File: config.mk
export PLATFORM = sky130hd
export DESIGN_NAME = current_step_stimulus_sequencer_core
export DESIGN_NICKNAME = d
export VERILOG_FILES = /design/src/hdl/csss_pkg.sv /design/src/hdl/current_step_stimulus_sequencer_core.sv
export SDC_FILE = /design/constraint.sdc
export NUM_CORES = 1
export LEC_CHECK = 0
export BUFFER_PORTS_ARGS = -buffer_cell sky130_fd_sc_hd__buf_4
export CORE_ASPECT_RATIO = 1.75
export CORE_MARGIN = 4
export CORE_UTILIZATION = 30
export CTS_CLUSTER_SIZE = 28
export DETAILED_ROUTE_END_ITERATION = 7
export HOLD_SLACK_MARGIN = 0.15
export SYNTH_ARGS = -nofsm -noshare
export SYNTH_HDL_FRONTEND = slang
export SYNTH_SLANG_ARGS = --single-unit
File: constraint.sdc
create_clock -name clk -period 21.9 [get_ports clk]
set_input_delay 4.38 -clock clk [delete_from_list [all_inputs] [get_ports clk]]
set_output_delay 4.38 -clock clk [all_outputs]
set_load 0.01 [all_outputs]
File: src/hdl/csss_pkg.sv
// Package: shared types and constants for the current step stimulus sequencer.
`default_nettype none

package csss_pkg;

  // Fixed field widths
  localparam int LEVEL_W = 16;
  localparam int SPAN_W  = LEVEL_W + 1;
  localparam int OFFS_W  = LEVEL_W + 2;
  localparam int SUM_W   = LEVEL_W + 3;
  localparam int INC_W   = 15;
  localparam int CYC_W   = 16;
  localparam int CFG_W   = 32;
  localparam int CIDX_W  = 3;

  // Register indexes on the configuration port
  localparam logic [CIDX_W-1:0] CFG_PULSE_TICKS    = 3'd0;
  localparam logic [CIDX_W-1:0] CFG_DOWNTIME_TICKS = 3'd1;
  localparam logic [CIDX_W-1:0] CFG_ICI_TICKS      = 3'd2;
  localparam logic [CIDX_W-1:0] CFG_START_LEVEL    = 3'd3;
  localparam logic [CIDX_W-1:0] CFG_END_LEVEL      = 3'd4;
  localparam logic [CIDX_W-1:0] CFG_INCREMENT      = 3'd5;
  localparam logic [CIDX_W-1:0] CFG_N_CYCLES       = 3'd6;

  // Reset values of the level, increment and cycle-count registers
  localparam logic signed [LEVEL_W-1:0] START_RST = -16'sd100;
  localparam logic signed [LEVEL_W-1:0] END_RST   = 16'sd380;
  localparam logic [INC_W-1:0]          INC_RST   = 15'd20;
  localparam logic [CYC_W-1:0]          NCYC_RST  = 16'd1;

  // Sequencer phase
  typedef enum logic [1:0] {
    PH_PULSE = 2'd0,
    PH_DOWN  = 2'd1,
    PH_GAP   = 2'd2,
    PH_DONE  = 2'd3
  } phase_t;

endpackage

`default_nettype wire

File: src/hdl/current_step_stimulus_sequencer_core.sv
// Top level: current step stimulus sequencer with input, step and result registers.
// Path: an accepted item is registered in the input stage, then in the result stage (out_valid high after).
// Throughput: one item per cycle while out_ready does not stall the result stage; the state update for a tick
// is one add and compare on the level offset and one increment and compare on the tick counter.
// Reset (rst, synchronous): registers return to their default values, the sequencer
// starts in the pulse phase with all counters at zero, and both pipeline stages empty.
`default_nettype none

module current_step_stimulus_sequencer_core import csss_pkg::*; #(
  parameter int TIME_BITS = 32
) (
  input  wire logic                      clk,
  input  wire logic                      rst,
  // tick items
  input  wire logic                      in_valid,
  output logic                           in_ready,
  input  wire logic                      restart,
  // result items
  output logic                           out_valid,
  input  wire logic                      out_ready,
  output logic signed [LEVEL_W-1:0]      current,
  output logic                           stimulating,
  output logic                           done_res,
  // configuration writes
  input  wire logic                      cfg_valid,
  output logic                           cfg_ready,
  input  wire logic [CIDX_W-1:0]         cfg_index,
  input  wire logic [CFG_W-1:0]          cfg_data
);

  localparam logic [TIME_BITS-1:0] PULSE_RST = TIME_BITS'(32'd2500);
  localparam logic [TIME_BITS-1:0] DOWN_RST  = TIME_BITS'(32'd5560);
  localparam logic [TIME_BITS-1:0] ICI_RST   = TIME_BITS'(32'd50000);
  localparam logic [TIME_BITS-1:0] T_ONE     = TIME_BITS'(1);

  // configuration registers
  logic [TIME_BITS-1:0]        pulse_ticks;
  logic [TIME_BITS-1:0]        downtime_ticks;
  logic [TIME_BITS-1:0]        ici_ticks;
  logic signed [LEVEL_W-1:0]   start_level;
  logic signed [LEVEL_W-1:0]   end_level;
  logic [INC_W-1:0]            increment;
  logic [CYC_W-1:0]            n_cycles;

  // sequencer state
  phase_t                      phase, phase_next;
  logic [TIME_BITS-1:0]        tick_count, tick_count_next;
  logic signed [OFFS_W-1:0]    level_offset, level_offset_next;
  logic [CYC_W-1:0]            cycle_count, cycle_count_next;

  // pipeline registers and next result values
  logic                        s1_valid;
  logic                        s1_restart;
  logic signed [LEVEL_W-1:0]   cur_next;
  logic                        stim_next, done_next;

  logic cfg_fire, in_fire, advance;

  // step-stage working values
  phase_t                      ph;
  logic [TIME_BITS-1:0]        tc, tc_inc, pt;
  logic signed [OFFS_W-1:0]    off;
  logic [CYC_W-1:0]            cc, cc_inc, cyc_eff;
  logic signed [SPAN_W-1:0]    diff;
  logic [SPAN_W-1:0]           span;
  logic signed [SUM_W-1:0]     inc_s, off_sum, mag;
  logic                        wrap;
  phase_t                      step_phase;
  logic signed [OFFS_W-1:0]    step_off;
  logic [CYC_W-1:0]            step_cc;

  // handshakes
  assign cfg_ready = 1'b1;
  assign cfg_fire  = cfg_valid & cfg_ready;
  assign advance   = s1_valid & (~out_valid | out_ready);
  assign in_ready  = ~s1_valid | advance;
  assign in_fire   = in_valid & in_ready;

  // configuration registers
  always_ff @(posedge clk) begin
    if (rst) begin
      pulse_ticks    <= PULSE_RST;
      downtime_ticks <= DOWN_RST;
      ici_ticks      <= ICI_RST;
      start_level    <= START_RST;
      end_level      <= END_RST;
      increment      <= INC_RST;
      n_cycles       <= NCYC_RST;
    end else if (cfg_fire) begin
      case (cfg_index)
        CFG_PULSE_TICKS:    pulse_ticks    <= TIME_BITS'(cfg_data);
        CFG_DOWNTIME_TICKS: downtime_ticks <= TIME_BITS'(cfg_data);
        CFG_ICI_TICKS:      ici_ticks      <= TIME_BITS'(cfg_data);
        CFG_START_LEVEL:    start_level    <= cfg_data[LEVEL_W-1:0];
        CFG_END_LEVEL:      end_level      <= cfg_data[LEVEL_W-1:0];
        CFG_INCREMENT:      increment      <= cfg_data[INC_W-1:0];
        CFG_N_CYCLES:       n_cycles       <= cfg_data[CYC_W-1:0];
        default: ;
      endcase
    end
  end

  // constant-per-run derived values
  always_comb begin
    pt      = (pulse_ticks == '0) ? T_ONE : pulse_ticks;
    cyc_eff = (n_cycles == '0) ? CYC_W'(1) : n_cycles;
    diff    = SPAN_W'(end_level) - SPAN_W'(start_level);
    span    = (diff < 0) ? SPAN_W'(-diff) : SPAN_W'(diff);
    inc_s   = (start_level > end_level) ? -SUM_W'(increment) : SUM_W'(increment);
  end

  // state seen by this tick, after an optional restart
  always_comb begin
    ph  = s1_restart ? PH_PULSE : phase;
    tc  = s1_restart ? '0 : tick_count;
    off = s1_restart ? '0 : level_offset;
    cc  = s1_restart ? '0 : cycle_count;
  end

  // end-of-step offset move and cycle wrap
  always_comb begin
    off_sum    = SUM_W'(off) + inc_s;
    mag        = (off_sum < 0) ? -off_sum : off_sum;
    wrap       = mag > $signed({2'b00, span});
    cc_inc     = cc + CYC_W'(1);
    step_off   = wrap ? '0 : OFFS_W'(off_sum);
    step_cc    = wrap ? cc_inc : cc;
    if (!wrap) begin
      step_phase = PH_PULSE;
    end else if (cc_inc >= cyc_eff) begin
      step_phase = PH_DONE;
    end else if (ici_ticks == '0) begin
      step_phase = PH_PULSE;
    end else begin
      step_phase = PH_GAP;
    end
  end

  // tick processing
  always_comb begin
    tc_inc            = tc + T_ONE;
    phase_next        = ph;
    tick_count_next   = tc;
    level_offset_next = off;
    cycle_count_next  = cc;
    cur_next          = '0;
    stim_next         = 1'b0;
    done_next         = 1'b0;
    if (ph == PH_DONE || cc >= cyc_eff) begin
      phase_next = PH_DONE;
      done_next  = 1'b1;
    end else begin
      case (ph)
        PH_PULSE: begin
          cur_next        = LEVEL_W'(SUM_W'(start_level) + SUM_W'(off));
          stim_next       = 1'b1;
          tick_count_next = tc_inc;
          if (tc_inc >= pt) begin
            tick_count_next = '0;
            if (downtime_ticks == '0) begin
              phase_next        = step_phase;
              level_offset_next = step_off;
              cycle_count_next  = step_cc;
            end else begin
              phase_next = PH_DOWN;
            end
          end
        end
        PH_DOWN: begin
          tick_count_next = tc_inc;
          if (tc_inc >= downtime_ticks) begin
            tick_count_next   = '0;
            phase_next        = step_phase;
            level_offset_next = step_off;
            cycle_count_next  = step_cc;
          end
        end
        default: begin
          tick_count_next = tc_inc;
          if (tc_inc >= ici_ticks) begin
            tick_count_next = '0;
            phase_next      = PH_PULSE;
          end
        end
      endcase
    end
  end

  // sequencer state register; any register write restarts the protocol
  always_ff @(posedge clk) begin
    if (rst || cfg_fire) begin
      phase        <= PH_PULSE;
      tick_count   <= '0;
      level_offset <= '0;
      cycle_count  <= '0;
    end else if (advance) begin
      phase        <= phase_next;
      tick_count   <= tick_count_next;
      level_offset <= level_offset_next;
      cycle_count  <= cycle_count_next;
    end
  end

  // input stage
  always_ff @(posedge clk) begin
    if (rst) begin
      s1_valid <= 1'b0;
    end else if (in_fire) begin
      s1_valid <= 1'b1;
    end else if (advance) begin
      s1_valid <= 1'b0;
    end
  end

  always_ff @(posedge clk) begin
    if (in_fire) begin
      s1_restart <= restart;
    end
  end

  // result stage
  always_ff @(posedge clk) begin
    if (rst) begin
      out_valid <= 1'b0;
    end else if (advance) begin
      out_valid <= 1'b1;
    end else if (out_ready) begin
      out_valid <= 1'b0;
    end
  end

  always_ff @(posedge clk) begin
    if (advance) begin
      current     <= cur_next;
      stimulating <= stim_next;
      done_res    <= done_next;
    end
  end

  // checks
  a_stim_not_done: assert property (@(posedge clk) disable iff (rst)
    out_valid |-> !(stimulating && done_res))
    else $error("step driven after completion");

  a_idle_zero: assert property (@(posedge clk) disable iff (rst)
    (out_valid && !stimulating) |-> (current == '0))
    else $error("nonzero current outside a step");

  a_cfg_clears: assert property (@(posedge clk) disable iff (rst)
    cfg_fire |=> (phase == PH_PULSE && cycle_count == '0 && tick_count == '0))
    else $error("register write did not restart the sequencer");

  a_wrap_clears_offset: assert property (@(posedge clk) disable iff (rst)
    (advance && !cfg_fire && cycle_count_next != cc) |=> (level_offset == '0))
    else $error("offset kept across a cycle boundary");

endmodule

`default_nettype wire
==> metrics <==
insertion delay to the later sink of the worst-skew pair=600 ps; Post-DP HPWL=47,400 µm; CORE AREA=~57,000 µm²; die area=slightly above 60,000 µm²; drt wl/cell=20.4 µm; leading register cell type out of synthesis=sky130_fd_sc_hd__dfxtp_1; worst hold path startpoint=end_level[0]; crit share post-route=about 43%; effective utilization at floorplan=30.4%; worst-case clock buffer depth=3; depth of the CTS H-tree=1; share of cells above drive strength 1=6.59%; clock tree from TritonCTS=built; met1 routed wirelength after detailed routing=20,700 µm; master cell of the clock root buffer=sky130_fd_sc_hd__clkbuf_16; critical path launch point=out_ready; share of flip-flops with an asynchronous set or reset=0%; worst rel slew slack=17.2%; weighted congestion reported at the end of routability-driven placement=0.955; Setup Buffers After CTS=0; top post-synthesis cells by area=sky130_fd_sc_hd__dfxtp_1, sky130_fd_sc_hd__ha_1, sky130_fd_sc_hd__nand2_1, sky130_fd_sc_hd__a21oi_1, sky130_fd_sc_hd__inv_1; Hold Vio Cnt, Final=0; path type of the worst setup path=in2out; largest clock skew in the final design=44.1 ps; clock transition time at the flip-flop clock pins of the worst setup and hold paths=about 70 ps; NumNets Final=2,455; number of vias in the routed layout=15,800; synth unique cells=86; cell type with the highest aggregate area in the netlist=sky130_fd_sc_hd__dfxtp_1; via count normalized by instance count=5.29; wire length on met2=31,800 µm; status=complete, no violations; initial antenna violation count=2; chip width=~190 µm; row count=115; Remaining Overflow, GRT=0; worst hold path type=reg2reg; total number of clock tree sinks=248; sequential cell area fraction in the yosys report=30.0%; post-synthesis cell area=17,200 µm²; maximum number of pins on one net before global-route repair=61; maximum fanout along the worst path=4; remaining design rule violation count=0; initial DRC count=997; total of flip-flops plus latches after synthesis=248; I/O pins=62; Vert. Die Dim=325 µm; post-route cell area=between 15,000 and 20,000 µm²; number of hold buffers added after CTS=0; Synthesis Warnings=0; library cell appearing most often on the critical path=sky130_fd_sc_hd__buf_4; Worst setup SP type=input pin; post-layout minimum cycle time=9330 ps; highest metal layer with signal wires=met4; buffer and inverter count on the worst path=2; total negative slack=0 ps; wire length of the first global-routing pass=approximately 90,000 µm; cells after synthesis=2,192; highest-count cells in the layout ignoring fill and taps=sky130_fd_sc_hd__nand2_1, sky130_fd_sc_hd__dfxtp_1, sky130_fd_sc_hd__a21oi_1, sky130_fd_sc_hd__ha_1, sky130_fd_sc_hd__inv_1; worst hold margin=465 ps; Layout area overhead=12.3%; power density normalized to cell area=58.0 nW/µm²; overall power consumption=1.12 mW; count of input and output buffers=60; met3 wirelength from detailed routing=between 2000 and 2500 µm; max-slew violations=0; Largest stage delay, worst path=200 ps; CP max stage cell=sky130_fd_sc_hd__nor2b_1; Post-Place Cell Area=18,400 µm²; post-cts sizing count=0; gr usage total=19.2%; CP top delay family=simple AND/OR/NAND/NOR gates; Final Setup Violations=0; setup repair after global routing missed its margin=no; arrival time reported for the critical path endpoint=4950 ps; list of cells traversed by the critical path=buf_4 -> nor2b_1 -> nand2_1 -> buf_4; routed wire length=61,000 µm; CP required=17,520 ps; area share of the leading cell type in the synthesized netlist=26.7%; Max Clock Freq=between 0.1 and 0.15 GHz; endpoint class of the critical path=output pin; first-pass iteration count of the detailed router=6; actual slew at the worst max-slew pin=1240 ps; number of CTS-inserted buffers=26; Avg Inst Size Synth=7.84 µm²; Final Util=34.1%; VDD IR-drop max=0.0498 mV; post-synth net total=2,435; max-capacitance violation count=0; antenna-violating nets left=0; number of enable-type register cells in the synthesized netlist=19; leakage dissipation=7.95 nW; worst flop-to-flop path startpoint=start_level[1]; most common cell after layout, fill and taps aside=sky130_fd_sc_hd__nand2_1; via count of the first global-routing pass=between 15,000 and 20,000
==> cells in the mapped netlist, drive strengths merged, types with 5 or more instances <==
cell	n
nor3b	6
nor2	150
nor4	37
a211oi	17
nand2b	27
nor3	24
a221oi	6
o21ai	66
o21a	17
a31oi	13
or3	14
xor2	54
nand2	363
a211o	21
and3	18
a21oi	210
nand4	28
edfxtp	19
inv	168
a22o	31
or2	10
o31ai	9
a22oi	17
nor2b	57
and4	8
nand3	46
a21o	48
and2	6
buf	8
clkbuf	81
xnor2	71
o211ai	7
a21boi	5
dfxtp	229
nor4b	6
a2111oi	6
ha	199
nand3b	25
==> power by group <==
part,switching [mW],internal [mW]
registers,0.00904,0.468
logic,0.109,0.0596
clock network,0.207,0.268
==> worst reg2reg max path: cells and delay by family, from the launching register on <==
family | cells | cell delay, ps
xor gates and xnor gates | 2 | 730
and+or+nand+nor | 7 | 2730
DFF | 1 | 360
buffers and inverters | 1 | 110
AOI/OAI and AO/OA | 18 | 4180
adders and majority gates | 3 | 1150
==> state kept, by name, summed over array words and instances (netlist names), 2 cells and up <==
name            cells
cycle_count        16
start_level        16
current            16
increment          15
phase               2
n_cycles           16
ici_ticks          32
level_offset       18
tick_count         32
downtime_ticks     32
end_level          16
pulse_ticks        32
==> through the flow <==
stage / instances / worst slack, ps
2_1_floorplan: 2192 / 12840
3_3_place_gp: 2944 / 12580
3_5_place_dp: 2944 / 12570
4_1_cts: 2990 / 12570
5_1_grt: 2991 / 11830
6_report: 2991 / 12570
==> cells by family after synthesis <==
family | Yosys count | synth area share (%)
XOR/XNOR | 125 | 6.37
multiplexers | 5 | 0.298
AND/OR/NAND/NOR | 832 | 23.0
AO/OA/AOI/OAI | 522 | 19.8
buffers and inverters | 257 | 5.68
adder cells (fa/ha/maj) | 202 | 14.8
other | 1 | 0.0218
flip-flops | 248 | 30.0
==> layer usage <==
layer,track usage (%),up-vias
met1,18.4,7475
met3,1.63,180
li1,-,7718
met4,16.6,0
met5,0,-
met2,36.2,459
==> cell type report <==
cell class,instances,area [µm²]
antenna,1,2.50
clock buffer,36,718
clock inverter,10,165
fill,5906,37200
inverter,168,631
multi-input combinational,1687,11100
sequential,248,5150
tap,760,951
timing repair buffer,81,608
==> worst paths after layout <==
kind	end	slack (ps)	cells after the start
worst max-delay path	in_ready	12570	4
worst min-delay path	end_level[0]	470	2
worst max register to register	level_offset[13]	12580	31
worst min register to register	end_level[0]	470	2
Note: power is estimated with default switching activity, not from simulation.
